**config.mk**
```make
export PLATFORM = sky130hd
export DESIGN_NAME = token_scanner
export DESIGN_NICKNAME = d
export VERILOG_FILES = /design/src/hw/rtl/tsc_pkg.sv /design/src/hw/rtl/tsc_lexer.sv /design/src/hw/rtl/tsc_fifo.sv /design/src/hw/rtl/token_scanner.sv
export VERILOG_INCLUDE_DIRS = /design/src /design/src/hw/rtl
export SDC_FILE = /design/constraint.sdc
export NUM_CORES = 1
export LEC_CHECK = 0
export ABC_AREA = 1
export BUFFER_PORTS_ARGS = -buffer_cell sky130_fd_sc_hd__buf_2
export CAP_MARGIN = 20
export CORE_AREA = 2 2 195 140
export CTS_CLUSTER_SIZE = 40
export DETAILED_ROUTE_END_ITERATION = 7
export DIE_AREA = 0 0 197 142
export HOLD_SLACK_MARGIN = 0.03
export PLACE_DENSITY_LB_ADDON = 0.2
export SETUP_SLACK_MARGIN = 0.02
export SLEW_MARGIN = 20
export SYNTH_ARGS = -nofsm -noshare
export SYNTH_HDL_FRONTEND = slang
export SYNTH_SLANG_ARGS = --single-unit
```
**constraint.sdc**
```tcl
create_clock -name clk_i -period 8.4 [get_ports clk_i]
set_clock_uncertainty 0.1 [all_clocks]
set_input_delay 1.68 -clock clk_i [delete_from_list [all_inputs] [get_ports clk_i]]
set_output_delay 1.68 -clock clk_i [all_outputs]
set_load 0.03 [all_outputs]
```
**src/hw/rtl/token_scanner_assert.svh**
```systemverilog
// Assertion macros for the token scanner RTL, used by tsc_fifo.
// Needs clk_i and rst_ni in the module that uses them.
`ifndef TOKEN_SCANNER_ASSERT_SVH
`define TOKEN_SCANNER_ASSERT_SVH

// A property that must hold at every clock edge out of reset.
`define TSC_ASSERT(lbl, prop, msg) \
  lbl: assert property (@(posedge clk_i) disable iff (!rst_ni) (prop)) \
    else $error(msg);

// When cond holds, prop must hold in the next cycle.
`define TSC_ASSERT_NEXT(lbl, cond, prop, msg) \
  lbl: assert property (@(posedge clk_i) disable iff (!rst_ni) (cond) |=> (prop)) \
    else $error(msg);

`endif

```
**src/hw/rtl/tsc_pkg.sv**
```systemverilog
// Types, codes and character helpers for the token scanner.
// No dependencies; used by every module of the block.
`default_nettype none

package tsc_pkg;

  // Default width of character positions and token lengths.
  localparam int POS_WIDTH = 16;

  // Depth of the result queue.
  localparam int RES_DEPTH = 4;

  // Characters with a meaning of their own.
  localparam logic [7:0] CHAR_QUOTE  = 8'h22;
  localparam logic [7:0] CHAR_EQUAL  = 8'h3D;
  localparam logic [7:0] CHAR_LPAREN = 8'h28;
  localparam logic [7:0] CHAR_RPAREN = 8'h29;
  localparam logic [7:0] CHAR_PLUS   = 8'h2B;
  localparam logic [7:0] CHAR_SPACE  = 8'h20;
  localparam logic [7:0] CHAR_TAB    = 8'h09;
  localparam logic [7:0] CHAR_CR     = 8'h0D;
  localparam logic [7:0] CHAR_LOW_L  = 8'h6C;
  localparam logic [7:0] CHAR_LOW_P  = 8'h70;

  typedef enum logic [1:0] {
    MODE_IDLE = 2'd0,
    MODE_WORD = 2'd1,
    MODE_NUM  = 2'd2,
    MODE_STR  = 2'd3
  } tsc_mode_e;

  typedef enum logic [1:0] {
    KW_NONE  = 2'd0,
    KW_LET   = 2'd1,
    KW_PRINT = 2'd2
  } tsc_kw_e;

  typedef enum logic [3:0] {
    KIND_LET    = 4'd0,
    KIND_PRINT  = 4'd1,
    KIND_IDENT  = 4'd2,
    KIND_NUMBER = 4'd3,
    KIND_STRING = 4'd4,
    KIND_EQUAL  = 4'd5,
    KIND_LPAREN = 4'd6,
    KIND_RPAREN = 4'd7,
    KIND_PLUS   = 4'd8,
    KIND_BAD    = 4'd9
  } tsc_kind_e;

  // One token descriptor as it leaves the block.
  typedef struct packed {
    tsc_kind_e   kind;
    logic [15:0] start;
    logic [15:0] len;
    logic [7:0]  bad;
    logic        last;
  } tsc_result_t;

  // Up to two descriptors produced by one character.
  typedef struct packed {
    logic [1:0]  num;
    tsc_result_t res0;
    tsc_result_t res1;
  } tsc_emit_t;

  function automatic logic is_alpha(input logic [7:0] c);
    return (c inside {[8'h61:8'h7A]}) || (c inside {[8'h41:8'h5A]});
  endfunction

  function automatic logic is_digit(input logic [7:0] c);
    return c inside {[8'h30:8'h39]};
  endfunction

  function automatic logic is_space(input logic [7:0] c);
    return (c == CHAR_SPACE) || (c inside {[CHAR_TAB:CHAR_CR]});
  endfunction

  // Characters of the keyword "let" by index.
  function automatic logic [7:0] let_char(input logic [2:0] idx);
    logic [7:0] r;
    case (idx)
      3'd0:    r = 8'h6C;
      3'd1:    r = 8'h65;
      3'd2:    r = 8'h74;
      default: r = 8'h00;
    endcase
    return r;
  endfunction

  // Characters of the keyword "print" by index.
  function automatic logic [7:0] print_char(input logic [2:0] idx);
    logic [7:0] r;
    case (idx)
      3'd0:    r = 8'h70;
      3'd1:    r = 8'h72;
      3'd2:    r = 8'h69;
      3'd3:    r = 8'h6E;
      3'd4:    r = 8'h74;
      default: r = 8'h00;
    endcase
    return r;
  endfunction

endpackage

`default_nettype wire

```
**src/hw/rtl/tsc_lexer.sv**
```systemverilog
// Scan state and per-character token logic of the token scanner.
// Depends on tsc_pkg; one character is handled per step_i.
`default_nettype none

module tsc_lexer import tsc_pkg::*; #(
  parameter int PosWidth = POS_WIDTH
) (
  input  wire logic       clk_i,
  input  wire logic       rst_ni,
  input  wire logic       step_i,
  input  wire logic [7:0] char_i,
  input  wire logic       last_i,
  output tsc_emit_t       emit_o
);

  localparam int ExtW = (PosWidth > 16) ? PosWidth : 16;

  typedef logic [PosWidth-1:0] pos_t;

  // Scan state.
  tsc_mode_e mode_q, mode_d;
  tsc_kw_e   kw_q, kw_d;
  pos_t      start_q, start_d;
  pos_t      count_q, count_d;
  pos_t      pos_q, pos_d;

  // State after the character itself, before the end-of-text close.
  tsc_mode_e mode_m;
  tsc_kw_e   kw_m;
  pos_t      start_m;
  pos_t      count_m;

  // What the character produces.
  logic       close_en;
  logic       single_en;
  logic       tail_en;
  tsc_kind_e  single_kind;
  logic [7:0] single_bad;

  function automatic pos_t grow(input pos_t cnt);
    return (cnt == '1) ? cnt : cnt + pos_t'(1);
  endfunction

  // Drop the keyword candidate if character c does not fit at index cnt.
  function automatic tsc_kw_e track_kw(input tsc_kw_e kw, input pos_t cnt,
                                       input logic [7:0] c);
    tsc_kw_e r;
    r = kw;
    if (kw == KW_LET) begin
      if ((cnt >= pos_t'(3)) || (let_char(cnt[2:0]) != c)) begin
        r = KW_NONE;
      end
    end else if (kw == KW_PRINT) begin
      if ((cnt >= pos_t'(5)) || (print_char(cnt[2:0]) != c)) begin
        r = KW_NONE;
      end
    end
    return r;
  endfunction

  function automatic tsc_kind_e pending_kind(input tsc_mode_e mode, input tsc_kw_e kw,
                                             input pos_t cnt);
    tsc_kind_e r;
    case (mode)
      MODE_WORD: begin
        if ((kw == KW_LET) && (cnt == pos_t'(3))) begin
          r = KIND_LET;
        end else if ((kw == KW_PRINT) && (cnt == pos_t'(5))) begin
          r = KIND_PRINT;
        end else begin
          r = KIND_IDENT;
        end
      end
      MODE_NUM: r = KIND_NUMBER;
      default:  r = KIND_STRING;
    endcase
    return r;
  endfunction

  // Offsets wrap to the low 16 bits of the position.
  function automatic logic [15:0] out_start(input pos_t v);
    logic [ExtW-1:0] e;
    e = ExtW'(v);
    return e[15:0];
  endfunction

  // Lengths saturate at the 16-bit limit.
  function automatic logic [15:0] out_len(input pos_t v);
    logic [ExtW-1:0] e;
    e = ExtW'(v);
    return (e > ExtW'(16'hFFFF)) ? 16'hFFFF : e[15:0];
  endfunction

  function automatic tsc_result_t make_res(input tsc_kind_e kind, input pos_t start,
                                           input pos_t len, input logic [7:0] bad);
    tsc_result_t r;
    r.kind  = kind;
    r.start = out_start(start);
    r.len   = out_len(len);
    r.bad   = bad;
    r.last  = 1'b0;
    return r;
  endfunction

  // Next scan state for the character in hand.
  always_comb begin : next_state
    logic cont;
    logic consumed;
    cont        = 1'b0;
    consumed    = 1'b0;
    mode_m      = mode_q;
    kw_m        = kw_q;
    start_m     = start_q;
    count_m     = count_q;
    close_en    = 1'b0;
    single_en   = 1'b0;
    single_kind = KIND_BAD;
    single_bad  = 8'h00;

    // Continue or close the pending token.
    case (mode_q)
      MODE_WORD, MODE_NUM: begin
        cont = (mode_q == MODE_WORD) ? is_alpha(char_i) : is_digit(char_i);
        if (cont) begin
          if (mode_q == MODE_WORD) begin
            kw_m = track_kw(kw_q, count_q, char_i);
          end
          count_m  = grow(count_q);
          consumed = 1'b1;
        end else begin
          close_en = 1'b1;
          mode_m   = MODE_IDLE;
        end
      end
      MODE_STR: begin
        if (char_i == CHAR_QUOTE) begin
          close_en = 1'b1;
          mode_m   = MODE_IDLE;
        end else begin
          count_m = grow(count_q);
        end
        consumed = 1'b1;
      end
      default: ;
    endcase

    // A character not taken by a pending token is handled from idle.
    if (!consumed) begin
      if (is_space(char_i)) begin
        mode_m = mode_m;
      end else if (is_alpha(char_i)) begin
        mode_m  = MODE_WORD;
        start_m = pos_q;
        count_m = pos_t'(1);
        if (char_i == CHAR_LOW_L) begin
          kw_m = KW_LET;
        end else if (char_i == CHAR_LOW_P) begin
          kw_m = KW_PRINT;
        end else begin
          kw_m = KW_NONE;
        end
      end else if (is_digit(char_i)) begin
        mode_m  = MODE_NUM;
        start_m = pos_q;
        count_m = pos_t'(1);
      end else if (char_i == CHAR_QUOTE) begin
        mode_m  = MODE_STR;
        start_m = pos_q + pos_t'(1);
        count_m = '0;
      end else begin
        single_en = 1'b1;
        case (char_i)
          CHAR_EQUAL:  single_kind = KIND_EQUAL;
          CHAR_LPAREN: single_kind = KIND_LPAREN;
          CHAR_RPAREN: single_kind = KIND_RPAREN;
          CHAR_PLUS:   single_kind = KIND_PLUS;
          default: begin
            single_kind = KIND_BAD;
            single_bad  = char_i;
          end
        endcase
      end
    end

    // End of text closes any pending token and restarts the offsets.
    tail_en = last_i && (mode_m != MODE_IDLE);
    start_d = start_m;
    if (last_i) begin
      mode_d  = MODE_IDLE;
      kw_d    = KW_NONE;
      count_d = '0;
      pos_d   = '0;
    end else begin
      mode_d  = mode_m;
      kw_d    = kw_m;
      count_d = count_m;
      pos_d   = pos_q + pos_t'(1);
    end
  end

  // Descriptors in the order they occur in the text.
  always_comb begin : outputs
    tsc_result_t close_r;
    tsc_result_t single_r;
    tsc_result_t tail_r;
    close_r  = make_res(pending_kind(mode_q, kw_q, count_q), start_q, count_q, 8'h00);
    single_r = make_res(single_kind, pos_q, pos_t'(1), single_bad);
    tail_r   = make_res(pending_kind(mode_m, kw_m, count_m), start_m, count_m, 8'h00);

    if (step_i) begin
      emit_o.num = 2'({1'b0, close_en}) + 2'({1'b0, single_en}) + 2'({1'b0, tail_en});
    end else begin
      emit_o.num = 2'd0;
    end

    if (close_en) begin
      emit_o.res0 = close_r;
    end else if (single_en) begin
      emit_o.res0 = single_r;
    end else begin
      emit_o.res0 = tail_r;
    end
    emit_o.res0.last = (emit_o.num == 2'd1);

    emit_o.res1      = single_en ? single_r : tail_r;
    emit_o.res1.last = 1'b1;
  end

  // State registers advance once per handled character.
  always_ff @(posedge clk_i or negedge rst_ni) begin
    if (!rst_ni) begin
      mode_q  <= MODE_IDLE;
      kw_q    <= KW_NONE;
      start_q <= '0;
      count_q <= '0;
      pos_q   <= '0;
    end else if (step_i) begin
      mode_q  <= mode_d;
      kw_q    <= kw_d;
      start_q <= start_d;
      count_q <= count_d;
      pos_q   <= pos_d;
    end
  end

endmodule

`default_nettype wire

```
**src/hw/rtl/tsc_fifo.sv**
```systemverilog
// Result queue of the token scanner: takes up to two descriptors a cycle
// and hands out one. Depends on tsc_pkg and token_scanner_assert.svh.
`default_nettype none

`include "token_scanner_assert.svh"

module tsc_fifo import tsc_pkg::*; #(
  parameter int Depth = RES_DEPTH
) (
  input  wire logic      clk_i,
  input  wire logic      rst_ni,
  input  wire tsc_emit_t push_i,
  input  wire logic      pop_i,
  output tsc_result_t    head_o,
  output logic           valid_o,
  output logic           space_o
);

  localparam int PtrW = $clog2(Depth);
  localparam int CntW = $clog2(Depth + 1);

  tsc_result_t mem_q [Depth];

  logic [PtrW-1:0] wr_ptr_q, wr_ptr_d;
  logic [PtrW-1:0] rd_ptr_q, rd_ptr_d;
  logic [CntW-1:0] count_q, count_d;
  logic [PtrW-1:0] wr_next;

  assign wr_next = wr_ptr_q + PtrW'(1);

  // Pointer and fill count bookkeeping.
  always_comb begin
    wr_ptr_d = wr_ptr_q + PtrW'(push_i.num);
    rd_ptr_d = rd_ptr_q + PtrW'(pop_i);
    count_d  = count_q + CntW'(push_i.num) - CntW'(pop_i);
  end

  always_ff @(posedge clk_i or negedge rst_ni) begin
    if (!rst_ni) begin
      wr_ptr_q <= '0;
      rd_ptr_q <= '0;
      count_q  <= '0;
    end else begin
      wr_ptr_q <= wr_ptr_d;
      rd_ptr_q <= rd_ptr_d;
      count_q  <= count_d;
    end
  end

  // Entry storage; two items may land in one cycle.
  always_ff @(posedge clk_i) begin
    if (push_i.num != 2'd0) begin
      mem_q[wr_ptr_q] <= push_i.res0;
    end
    if (push_i.num == 2'd2) begin
      mem_q[wr_next] <= push_i.res1;
    end
  end

  assign head_o  = mem_q[rd_ptr_q];
  assign valid_o = (count_q != '0);
  assign space_o = (count_q <= CntW'(Depth - 2));

  `TSC_ASSERT(a_count_bound, count_q <= CntW'(Depth), "result queue count beyond depth")
  `TSC_ASSERT(a_push_fits, int'(count_q) + int'(push_i.num) <= Depth, "result queue overflow")
  `TSC_ASSERT(a_pop_nonempty, !pop_i || (count_q != '0), "result queue underflow")
  `TSC_ASSERT_NEXT(a_head_hold, (count_q != '0) && !pop_i, $stable(head_o), "head item changed")

endmodule

`default_nettype wire

```
**src/hw/rtl/token_scanner.sv**
```systemverilog
// Token scanner: takes one source character per item and reports each token
// as a descriptor (kind, start offset, length). The character is registered,
// classified once the queue has room for two descriptors, and its descriptors
// are written into a four-entry result queue whose head feeds the output. A new
// character is accepted every cycle as long as the queue has room for two
// descriptors; since the output hands out one descriptor per cycle, a character
// that yields two descriptors (a word or number closed by a character that
// yields a descriptor of its own, such as a one-character token or a new token
// closed at end of text) leaves one more descriptor in the queue to drain.
// There is no clearing pass after reset. Depends on tsc_pkg, tsc_lexer and
// tsc_fifo.
`default_nettype none

module token_scanner import tsc_pkg::*; #(
  parameter int PosWidth = POS_WIDTH
) (
  input  wire logic        clk_i,
  input  wire logic        rst_ni,
  // Input characters.
  input  wire logic        s_axis_tvalid,
  output logic             s_axis_tready,
  input  wire logic [7:0]  s_axis_tdata,   // [7:0] char_code
  input  wire logic        s_axis_tlast,   // end_of_text
  // Token descriptors.
  output logic             m_axis_tvalid,
  input  wire logic        m_axis_tready,
  output logic [39:0]      m_axis_tdata,   // [15:0] start_offset, [31:16] token_length,
                                           // [39:32] bad_char
  output logic [3:0]       m_axis_tuser,   // [3:0] token_kind
  output logic             m_axis_tlast    // last_of_run
);

  logic        in_valid_q;
  logic [7:0]  in_char_q;
  logic        in_last_q;
  logic        step;
  logic        q_space;
  logic        q_valid;
  logic        q_pop;
  tsc_emit_t   emit;
  tsc_result_t head;

  // The held character is handled once the queue can take two items.
  assign step          = in_valid_q && q_space;
  assign s_axis_tready = !in_valid_q || step;

  // Input register.
  always_ff @(posedge clk_i or negedge rst_ni) begin
    if (!rst_ni) begin
      in_valid_q <= 1'b0;
    end else if (s_axis_tready) begin
      in_valid_q <= s_axis_tvalid;
    end
  end

  always_ff @(posedge clk_i) begin
    if (s_axis_tready && s_axis_tvalid) begin
      in_char_q <= s_axis_tdata;
      in_last_q <= s_axis_tlast;
    end
  end

  tsc_lexer #(
    .PosWidth(PosWidth)
  ) u_lexer (
    .clk_i  (clk_i),
    .rst_ni (rst_ni),
    .step_i (step),
    .char_i (in_char_q),
    .last_i (in_last_q),
    .emit_o (emit)
  );

  tsc_fifo #(
    .Depth(RES_DEPTH)
  ) u_fifo (
    .clk_i   (clk_i),
    .rst_ni  (rst_ni),
    .push_i  (emit),
    .pop_i   (q_pop),
    .head_o  (head),
    .valid_o (q_valid),
    .space_o (q_space)
  );

  // Output channel straight from the queue head.
  assign q_pop         = q_valid && m_axis_tready;
  assign m_axis_tvalid = q_valid;
  assign m_axis_tdata  = {head.bad, head.len, head.start};
  assign m_axis_tuser  = head.kind;
  assign m_axis_tlast  = head.last;

endmodule

`default_nettype wire
```
# After elaboration in Yosys (flattened, before gate mapping)
# Memory sizes are Yosys's and may differ from the RTL's.
# Cells that the tools add are included.
[word_totals] ff_bits=69 ram_bits=180 memories=1
[classes] add_sub_neg=9 magnitude_cmp=13 n_eq_ne=30 muxes=87 n_reduce_logical=24
[memory_table] name="u_fifo.mem_q" words=4 width=45 rd=1 rd_ports_with_merged_regs=0 write_ports=2 line_no="tsc_fifo.sv:22" rtl="tsc_result_t mem_q [Depth];"
[op_table] cell="16-bit 2-to-1 mux" count=17
[op_table] cell="8-bit 2-to-1 mux" count=15
[op_table] cell="45-bit 2-to-1 mux" count=2
[op_table] cell="8-bit by 6-bit equality test with 1-bit output (second input constant)" count=6
[op_table] cell="2-bit 2-to-1 mux" count=24
[op_table] cell="7-bit case mux with 5 select lines" count=1
[op_table] cell="16-bit by 1-bit adder with 16-bit output (second input constant)" count=2
[op_table] cell="16-bit by 2-bit equality test with 1-bit output (second input constant)" count=2
[op_table] cell="16-bit by 3-bit equality test with 1-bit output (second input constant)" count=2
[op_table] cell="16-bit > comparator (second input constant)" count=2
[op_table] cell="16-bit case mux with 2 select lines" count=1
[op_table] cell="4-bit 2-to-1 mux" count=7
[op_table] cell="7-bit case mux with 3 select lines" count=1
[op_table] cell="16-bit equality test (second input constant)" count=1
[op_table] cell="8-bit by 7-bit equality test with 1-bit output (second input constant)" count=2
[op_table] cell="16-bit by 2-bit greater-or-equal comparator with 1-bit output (second input constant)" count=1
[op_table] cell="16-bit by 3-bit greater-or-equal comparator with 1-bit output (second input constant)" count=1
[op_table] cell="8-bit by 7-bit greater-or-equal comparator with 1-bit output (second input constant)" count=2
[op_table] cell="8-bit by 7-bit less-or-equal comparator with 1-bit output (second input constant)" count=2
[op_table] cell="8-bit inequality test" count=2
[op_table] cell="4-bit case mux with 2 select lines" count=2
[op_table] cell="4-bit case mux with 4 select lines" count=1
[op_table] cell="1-bit 2-to-1 mux" count=13
[op_table] cell="2-bit equality test (second input constant)" count=6
[op_table] cell="25 further kinds" count=48

# Longest topological paths before layout
# Gate-level depths: netlist (run 1).
[logic_depth] ltp_word=25 depth_mapped=27

# Modules after synthesis
# From an unflattened synthesis (run 1), not the netlist that was laid out.
[hier_totals] hier_cells=2181 hier_area_um2=15976.6
[by_module_without_submodules] module="tsc_fifo" instances=1 cells_each=1312 area_each_um2=10395.0 seq_area_each_um2=5580.4
[by_module_without_submodules] module="tsc_lexer" instances=1 cells_each=850 area_each_um2=5251.3 seq_area_each_um2=1301.2
[by_module_without_submodules] module="token_scanner" instances=1 cells_each=19 area_each_um2=330.3 seq_area_each_um2=295.3

# Least setup slack after synthesis (run 1)
# OpenSTA, ideal clock, no wires.
[synth_path] kind="reg2reg" from="reg in_char_q[6]" to="mem u_fifo.mem_q[3][1] (netlist name) (data pin)" setup_ns=0.150 arrival_time_ns=4.676 t_required_ns=8.150 path_slack_ns=3.474 path_stages_with_launch=23 synth_period_minus_slack_ns=4.926 path_cell_list="edfxtp_1 nor2_2 nand3_1 nor2_2 nand2_2 nand2_4 nand2_4 nand2_2 buf_6 o21ai_0 o21ai_0 o21ai_0 ha_1 inv_1 nand2_1 fa_1 nor2_1 nor2_1 nor2_2 inv_1 nand2_1 o21ai_1 nor2_1"
[synth_rtl] element="start, declared" line_no="token_scanner.sv:34" rtl="logic [7:0] in_char_q;"
[synth_rtl] element="start signal, assigned" line_no="token_scanner.sv:58" rtl="in_char_q <= s_axis_tdata;"
[synth_rtl] element="end, declared" line_no="tsc_fifo.sv:22"

==> results.ini, run 1 <==
[sta]
slew_headroom_pct = 26.9
fin_setup_tns_ns = 0
setup_viol = 0
finalCritPeriodShare_pct = 67.0
worst_slew_pin_slew_ns = 1.10
final-max-slew-violation-count = 0
hold_violations = 0
fmax_mhz = 178
rsz0062_at_grt = false
period_needed_ns = 5.63
fin_ws_ns = 2.77

[global_routing]
antenna_found_initial = 0
grtUsageMet2_pct = 45.1
grt.busiest_layer = met2
grt_max_degree = 92
grt_util_met1_pct = 45.1
grt-ovfl-total = 0
grt_pass1_vias = 11500
grt_pass1_wl_um = 66000
track_usage_pct = 30.6
gr-usage-met3_pct = 4.67

[logic_synthesis]
yosys_register_bits = 249
synth_most_common_cell = nand2_1
ys.flop_type = edfxtp_1
avgSynthCellArea_um2 = 8.61
synthesis.instances = 1615
synthTopCellsByArea = edfxtp_1, dfrtp_1, o22ai_1
yosys.area.top_type_share_pct = 39.9
synth_edf_count = 185
ys_types = 50
synth-seq-area-share_pct = 51.3
async_reset_ff_share_pct = 24.1
yosysWarnings = 0
synth_top_cell_by_area = edfxtp_1
synth_fp_nets = 1648
synthTopCellsByCount = nand2_1, nor2_1, o22ai_1, edfxtp_1, o21ai_0
syn_area_um2 = 13900

[route]
route.detailed.drc = 0
wl_um = 42100
vias_per_cell = 6.16
antenna_left = 0
dr.pass1.iters = 5
drt_iter0_drc = 1570
num_vias = 12200
avgRoutedWirePerCell_um = 21.2

[power]
power_density_nw_per_um2 = 381
p_total_mw = 5.80
p_leak_nw = 5.80
vdd_ir_drop_max_uv = 445

[die]
die_w_um = 197
io_pins = 60
die_h_um = 142
fp-row-count = 50
core_area_um2 = 26200
die_area_um2 = 28000
floorplan.initialDensity_pct = 53.2

[clocking]
htreeDepth = 1
cts.sinks = 249
cts_root_buf = clkbuf_16
cts_tree = done
clock_latency_ns = 0.53
post_cts_resized = 0
cts_buffers = 25
holdBufCountCts = 0
cts_buffer_depth = 3
cts.clk_slew.worst_paths_ns = 0.06
cts_setup_buffers = 0

[final_layout]
nets = 1662
instances_no_fill = 1984
final_core_util_pct = 58.2
final_layout_size_suffix_gt1_share_pct = 11.1
antennaDiodeCount = 0
area_growth_pct = 9.36

[place]
dp_hpwl_um = 28000
place_ws_ns = 2.94
place.gp.congestion = 0.950
place_inst = 1940
portBuffers = 59

[critical_path]
worstSetupStartpoint = in_char_q[4]$_DFFE_PP_
path_cells = inv_2 > nand3_1 > inv_1 > nand2_2 > nand2_1 > nand2_2 > o21ai_0 > o21ai_0 > o21ai_0 > ha_1 > inv_1 > nand2_1 > fa_1 > nor2_1 > nor2_1 > inv_1 > nand2_1 > buf_4 > clkinv_1 > a21oi_1 > nor2_1
cp-end-kind = flop
cp_slowest_cell = a21oi_1
crit_required_ns = 8.55
rr_startpoint = in_char_q[4]$_DFFE_PP_
start_kind = flop
worst_ep_arrival_time_ns = 5.78
critPathMaxFanout = 31
crit_type = reg -> reg
slowest_delay_ns = 0.73

[hold_path]
holdCritPathClass = reg -> reg
min_from = u_fifo.mem_q[3][0]$_SDFFE_PP1P_

[flow_run]
drv_cap = 0

[status]
status = finished, final reports clean

## where the power goes
part | internal, mW | leakage (nW) | switching, mW
logic | 0.690 | 2.83 | 2.11
clock network | 0.671 | 0.387 | 0.477
registers | 1.72 | 2.58 | 0.134
## stage by stage
stage                     area [um^2]  hold WS, ns
after floorplan                 13900        0.330
after global placement          14400        0.355
after detailed placement        14400        0.349
after CTS                       15200        0.366
after global routing            15200        0.393
final                           15200        0.369
## registers in the layout (all words and copies together) (netlist names)
register / flops
u_lexer.kw_q: 2
u_lexer.count_q: 16
u_lexer.mode_q: 2
u_fifo.rd_ptr_q: 2
u_fifo.wr_ptr_q: 2
in_last_q: 1
u_lexer.pos_q: 16
u_fifo.mem_q: 180
in_char_q: 8
u_fifo.count_q: 3
u_lexer.start_q: 16
in_valid_q: 1
## logic make-up after synthesis
family | count (synthesis) | share of synthesized area, %
buffers and inverters | 226 | 6.52
adders and majority gates | 20 | 1.91
and+or+nand+nor | 676 | 20.9
xor gates and xnor gates | 22 | 1.39
AOI/OAI and AO/OA | 422 | 17.9
DFF | 249 | 51.3
## cell type report
type                       count  area [um^2]
tap                          338          423
timing repair buffer          79          445
multi-input combinational   1140         5880
clock inverter                11          160
inverter                     134          503
fill                        2315        10900
sequential                   249         7140
clock buffer                  33          656
## worst max-delay path: cells and delay by family, from the launching register on
family	cells	cell delay [ns]
simple gates	9	1.65
compound gates	4	1.16
buf+inv	6	1.09
fa+ha+maj	2	0.83
flops	1	0.52
## layout by cell type (no fill, tap or decap), types with 3 or more instances in the layout
master / instances
a21oi_1: 22
a22oi_1: 10
buf_2: 59
buf_4: 20
bufinv_16: 4
clkbuf_1: 8
clkbuf_16: 25
clkinv_1: 5
dfrtp_1: 59
dfxtp_1: 4
edfxtp_1: 185
ha_1: 18
inv_1: 127
inv_2: 5
nand2_1: 278
nand2_2: 18
nand2_4: 6
nand3_1: 100
nand3_2: 3
nand3b_1: 3
nand4_1: 13
nor2_1: 223
nor2_2: 9
nor3_1: 7
nor4_1: 5
o211ai_1: 3
o21ai_0: 155
o21ai_1: 11
o21ai_2: 16
o22ai_1: 196
or2_2: 3
xnor2_1: 3
xor2_1: 19
## path summary, 6_finish.rpt
| path | end | slack [ns] | cells after the start |
|---|---|---|---|
| max reg2reg | u_fifo.mem_q[2][4]$_DFFE_PP_ | 2.77 | 21 |
| max | u_fifo.mem_q[2][4]$_DFFE_PP_ | 2.77 | 21 |
| min in group asynchronous | u_lexer.count_q[15]$_DFFE_PN0P_ | 1.20 | 2 |
| min | u_fifo.mem_q[3][0]$_SDFFE_PP1P_ | 0.37 | 2 |
| min reg2reg | u_fifo.mem_q[3][0]$_SDFFE_PP1P_ | 0.37 | 2 |
| max in group asynchronous | u_fifo.rd_ptr_q[0]$_DFF_PN0_ | 6.39 | 2 |
## layer usage
| metal | up-vias | wire length, um |
|---|---|---|
| met4 | 0 | 1800 |
| met3 | 109 | 3670 |
| met5 | - | 0 |
| met2 | 646 | 17800 |
| met1 | 5761 | 18800 |
| li1 | 5709 | - |
Note: power is estimated with default switching activity, not from simulation.
==> run 2, diff against run 1 <==
==> constraint.sdc (replaced) <==
create_clock -name clk_i -period 5.6 [get_ports clk_i]
set_clock_uncertainty 0.1 [all_clocks]
set_input_delay 1.12 -clock clk_i [delete_from_list [all_inputs] [get_ports clk_i]]
set_output_delay 1.12 -clock clk_i [all_outputs]
set_load 0.03 [all_outputs]
==> results.ini, run 2 (synthesis gave the netlist of run 1 again) <==
[sta]
hold_violations = 0
fin_setup_tns_ns = 0
fin_ws_ns = 0.495
setup_viol = 0
hold_ws_ns = 0.361
period_needed_ns = 5.11
worst_slew_pin_slew_ns = 1.10
fmax_mhz = 196
slew_headroom_pct = 26.4
rsz0062_at_grt = false
final-max-slew-violation-count = 0
finalCritPeriodShare_pct = 91.2

[final_layout]
final_common_cell = nand2_1
antennaDiodeCount = 0
instances_no_fill = 1992
largest_reg_flops = 180
largest_register = u_fifo.mem_q
n_fill_cell = 2289
area_growth_pct = 9.83
layout_common_cells = nand2_1, nor2_1, o22ai_1
final_core_util_pct = 58.4
final_area_um2 = 15300
final_layout_size_suffix_gt1_share_pct = 11.4
nets = 1669

[power]
vdd_ir_drop_max_uv = 925
p_total_mw = 8.73
power_density_nw_per_um2 = 571
p_leak_nw = 5.85

[route]
avgRoutedWirePerCell_um = 20.9
wl_um = 41700
drt_iter0_drc = 1455
antenna_left = 0
route.detailed.drc = 0
vias_per_cell = 6.19
num_vias = 12300
dr.pass1.iters = 6

[critical_path]
crit_required_ns = 5.67
cp_slowest_cell = buf_4
slowest_delay_ns = 0.51
crit_top_cell = inv_1
path_cells = inv_2 > nand3_1 > inv_1 > nand2_2 > nand2_1 > nand2_2 > o21ai_0 > o21ai_0 > o21ai_0 > ha_1 > inv_1 > nand2_1 > fa_1 > nor2_1 > inv_1 > nor2_1 > inv_1 > nor2_1 > inv_1 > nand2_2 > buf_4
cp-end-kind = flop
worst_ep_arrival_time_ns = 5.18
start_kind = flop
critPathMaxFanout = 33
crit_type = reg -> reg

[hold_path]
holdCritPathClass = reg -> reg

[die]
fp-row-count = 50
io_pins = 60
core_area_um2 = 26200
die_area_um2 = 28000
floorplan.initialDensity_pct = 53.2
die_w_um = 197
die_h_um = 142

[clocking]
post_cts_resized = 0
cts_setup_buffers = 0
cts_tree = done
cts_buffer_depth = 3
holdBufCountCts = 0
cts.sinks = 249
cts_root_buf = clkbuf_16
cts_buffers = 26
htreeDepth = 1
cts.clk_slew.worst_paths_ns = 0.06
clock_latency_ns = 0.53

[place]
place_area_um2 = 14500
place_ws_ns = 0.520
place.gp.congestion = 0.944
portBuffers = 59
place_inst = 1946
dp_hpwl_um = 27800

[flow_run]
drv_cap = 0

[global_routing]
track_usage_pct = 30.2
antenna_found_initial = 0
grt-ovfl-total = 0
grt_max_degree = 92
grt_pass1_vias = 11600
grt_pass1_wl_um = 65300

[status]
status = finished, final reports clean

run 2: cell type report:
class                           instances  area (um^2)  share of cell area, %
Clock buffer                           34          702                   4.60
Clock inverter                         12          114                  0.745
Inverter                              134          504                   3.30
Multi-Input combinational cell       1140         5880                   38.5
Sequential cell                       249         7140                   46.7
Tap cell                              338          423                   2.77
Timing Repair Buffer                   85          515                   3.38
run 2: final timing paths:
path | from | endpoint | slack, ns | cells after the start
worst max register to register | in_char_q[4]$_DFFE_PP_ | u_fifo.mem_q[2][16]$_DFFE_PP_ | 0.49 | 21
worst min-delay path | u_fifo.mem_q[3][0]$_SDFFE_PP1P_ | u_fifo.mem_q[3][0]$_SDFFE_PP1P_ | 0.36 | 2
max in group asynchronous | rst_ni | u_fifo.rd_ptr_q[0]$_DFF_PN0_ | 4.13 | 2
worst min register to register | u_fifo.mem_q[3][0]$_SDFFE_PP1P_ | u_fifo.mem_q[3][0]$_SDFFE_PP1P_ | 0.36 | 2
min in group asynchronous | rst_ni | u_lexer.count_q[10]$_DFFE_PN0P_ | 0.63 | 2
worst max-delay path | in_char_q[4]$_DFFE_PP_ | u_fifo.mem_q[2][16]$_DFFE_PP_ | 0.49 | 21
run 2: worst max-delay path, delay by kind of cell, from the launching register on:
kind	cells	cell delay, ns
AO/OA/AOI/OAI	3	0.42
adder cells (fa/ha/maj)	2	0.68
buffers and inverters	7	1.10
flip-flops	1	0.50
AND/OR/NAND/NOR	9	1.92
run 2: where the power goes:
part           internal, mW  switching [mW]  total [mW]
Sequential             2.57           0.193        2.77
Combinational          1.08            3.20        4.27
Clock                 0.973           0.712        1.68
Total                  4.62            4.10        8.73
run 2: metal layers:
| layer | track usage, % | share of wire (%) | up-vias |
|---|---|---|---|
| met4 | 12.5 | 3.9 | 0 |
| met5 | 0 | 0 | - |
| met3 | 5.14 | 9.9 | 79 |
| li1 | - | - | 5737 |
| met2 | 44.3 | 43 | 663 |
| met1 | 44.4 | 44 | 5847 |
==> run 3, diff against run 2 <==
--- a/config.mk
+++ b/config.mk
@@ -15,6 +15,7 @@
 export DIE_AREA = 0 0 197 142
 export HOLD_SLACK_MARGIN = 0.03
 export PLACE_DENSITY_LB_ADDON = 0.2
+export REMOVE_ABC_BUFFERS = 1
 export SETUP_SLACK_MARGIN = 0.02
 export SLEW_MARGIN = 20
 export SYNTH_ARGS = -nofsm -noshare
==> results.ini, run 3 (synthesis gave the netlist of run 1 again) <==
[die]
die_area_um2 = 28000
die_h_um = 142
die_w_um = 197
floorplan.initialDensity_pct = 53.2
fp-row-count = 50
core_area_um2 = 26200
io_pins = 60

[route]
route.detailed.drc = 0
wl_um = 40900
drt_iter0_drc = 1518
antenna_left = 0
vias_per_cell = 6.15
avgRoutedWirePerCell_um = 20.4
num_vias = 12300
dr.pass1.iters = 5

[critical_path]
crit_type = reg -> reg
crit_required_ns = 5.69
critPathMaxFanout = 23
worst_ep_arrival_time_ns = 5.19
start_kind = flop
cp-end-kind = flop

[sta]
fmax_mhz = 196
hold_violations = 0
setup_viol = 0
rsz0062_at_grt = false
worst_slew_pin_slew_ns = 0.967
slew_headroom_pct = 35.5
fin_ws_ns = 0.493
final-max-slew-violation-count = 0
finalCritPeriodShare_pct = 91.2
period_needed_ns = 5.11

[clocking]
cts.sinks = 249
cts_tree = done
cts.clk_slew.worst_paths_ns = 0.07
post_cts_resized = 0
htreeDepth = 1
clock_latency_ns = 0.54
holdBufCountCts = 0
cts_buffer_depth = 3
cts_root_buf = clkbuf_16
cts_buffers = 26
cts_setup_buffers = 0

[final_layout]
final_layout_size_suffix_gt1_share_pct = 12.1
antennaDiodeCount = 0
final_common_cell = nand2_1
largest_reg_flops = 180
final_core_util_pct = 58.7
area_growth_pct = 10.5
nets = 1677
layout_common_cells = nand2_1, nor2_1, o22ai_1
largest_register = u_fifo.mem_q

[global_routing]
grt_pass1_wl_um = 64300
antenna_found_initial = 0
grt_pass1_vias = 11500
grt_max_degree = 92
track_usage_pct = 29.4
grt-ovfl-total = 0

[place]
portBuffers = 59
place.gp.congestion = 0.992
dp_hpwl_um = 26800
place_ws_ns = 0.432

[power]
p_leak_nw = 5.91
vdd_ir_drop_max_uv = 356
power_density_nw_per_um2 = 572

[hold_path]
holdCritPathClass = reg -> reg

[flow_run]
drv_cap = 0

[status]
status = finished, final reports clean

## run 3: cell types whose count changed in the layout (fill, tap and decap cells not counted), moves of 2 or more
cell | before | now
clkinv_1 | 6 | 3
clkbuf_8 | 0 | 2
buf_12 | 2 | 0
buf_4 | 24 | 34
## run 3: stage by stage
| step | std cells | total power [mW] | setup TNS (ns) | hold WS, ns | instance area [um^2] |
|---|---|---|---|---|---|
| global route | 2002 | 9.28 | 0 | 0.400 | 15400 |
| CTS | 2002 | 8.76 | 0 | 0.369 | 15400 |
| global placement | 1954 | 6.91 | 0 | 0.347 | 14500 |
| detailed placement | 1954 | 6.98 | 0 | 0.353 | 14500 |
| finish | 2002 | 8.79 | 0 | 0.366 | 15400 |
| floorplan | 1523 | 5.55 | -15.79 | 0.330 | 13500 |
## run 3: metal layers
| metal | wire (um) | part of all wire [%] | vias to the layer above | global-route usage (%) |
|---|---|---|---|---|
| met5 | 0 | 0 | - | 0 |
| met4 | 839 | 2.1 | 0 | 6.53 |
| met3 | 4460 | 11 | 73 | 6.00 |
| met2 | 17200 | 42 | 668 | 42.8 |
| met1 | 18300 | 45 | 5834 | 45.2 |
| li1 | - | - | 5740 | - |
## run 3: cell type report
class	instances	area (um^2)
fill	2314	10800
sequential	249	7140
multi-input combinational	1140	5880
clock buffer	37	733
timing repair buffer	93	551
inverter	134	503
tap	338	423
clock inverter	11	134
## run 3: final timing paths
kind,startpoint,slack [ns],endpoint,cells after the start
max,in_char_q[4]$_DFFE_PP_,0.49,u_fifo.mem_q[1][4]$_DFFE_PP_,19
max in group asynchronous,rst_ni,4.08,u_fifo.rd_ptr_q[0]$_DFF_PN0_,2
min,u_fifo.mem_q[3][0]$_SDFFE_PP1P_,0.37,u_fifo.mem_q[3][0]$_SDFFE_PP1P_,2
min in group asynchronous,rst_ni,0.66,in_valid_q$_DFFE_PN0N_,2
min reg2reg,u_fifo.mem_q[3][0]$_SDFFE_PP1P_,0.37,u_fifo.mem_q[3][0]$_SDFFE_PP1P_,2
max reg2reg,in_char_q[4]$_DFFE_PP_,0.49,u_fifo.mem_q[1][4]$_DFFE_PP_,19
## run 3: report_power, final
group          switching (mW)  internal [mW]  total (mW)
clock network           0.728           1.05        1.78
logic                    3.16           1.08        4.23
registers               0.207           2.57        2.78
total                    4.09           4.70        8.79
## run 3: critical path, cell delays in order (launching register included)
cell and delay (ns):
edfxtp_1 0.51, inv_2 0.15, nand3_1 0.19, inv_1 0.07
nand2_2 0.33, nand2_1 0.11, nand2_2 0.27, o21ai_0 0.16
a21oi_1 0.23, inv_1 0.11, ha_1 0.19, inv_1 0.05
nand2_1 0.07, fa_1 0.47, nor2_1 0.23, nor2_1 0.17
nor2_2 0.40, inv_1 0.38, nand2_2 0.17, buf_4 0.36
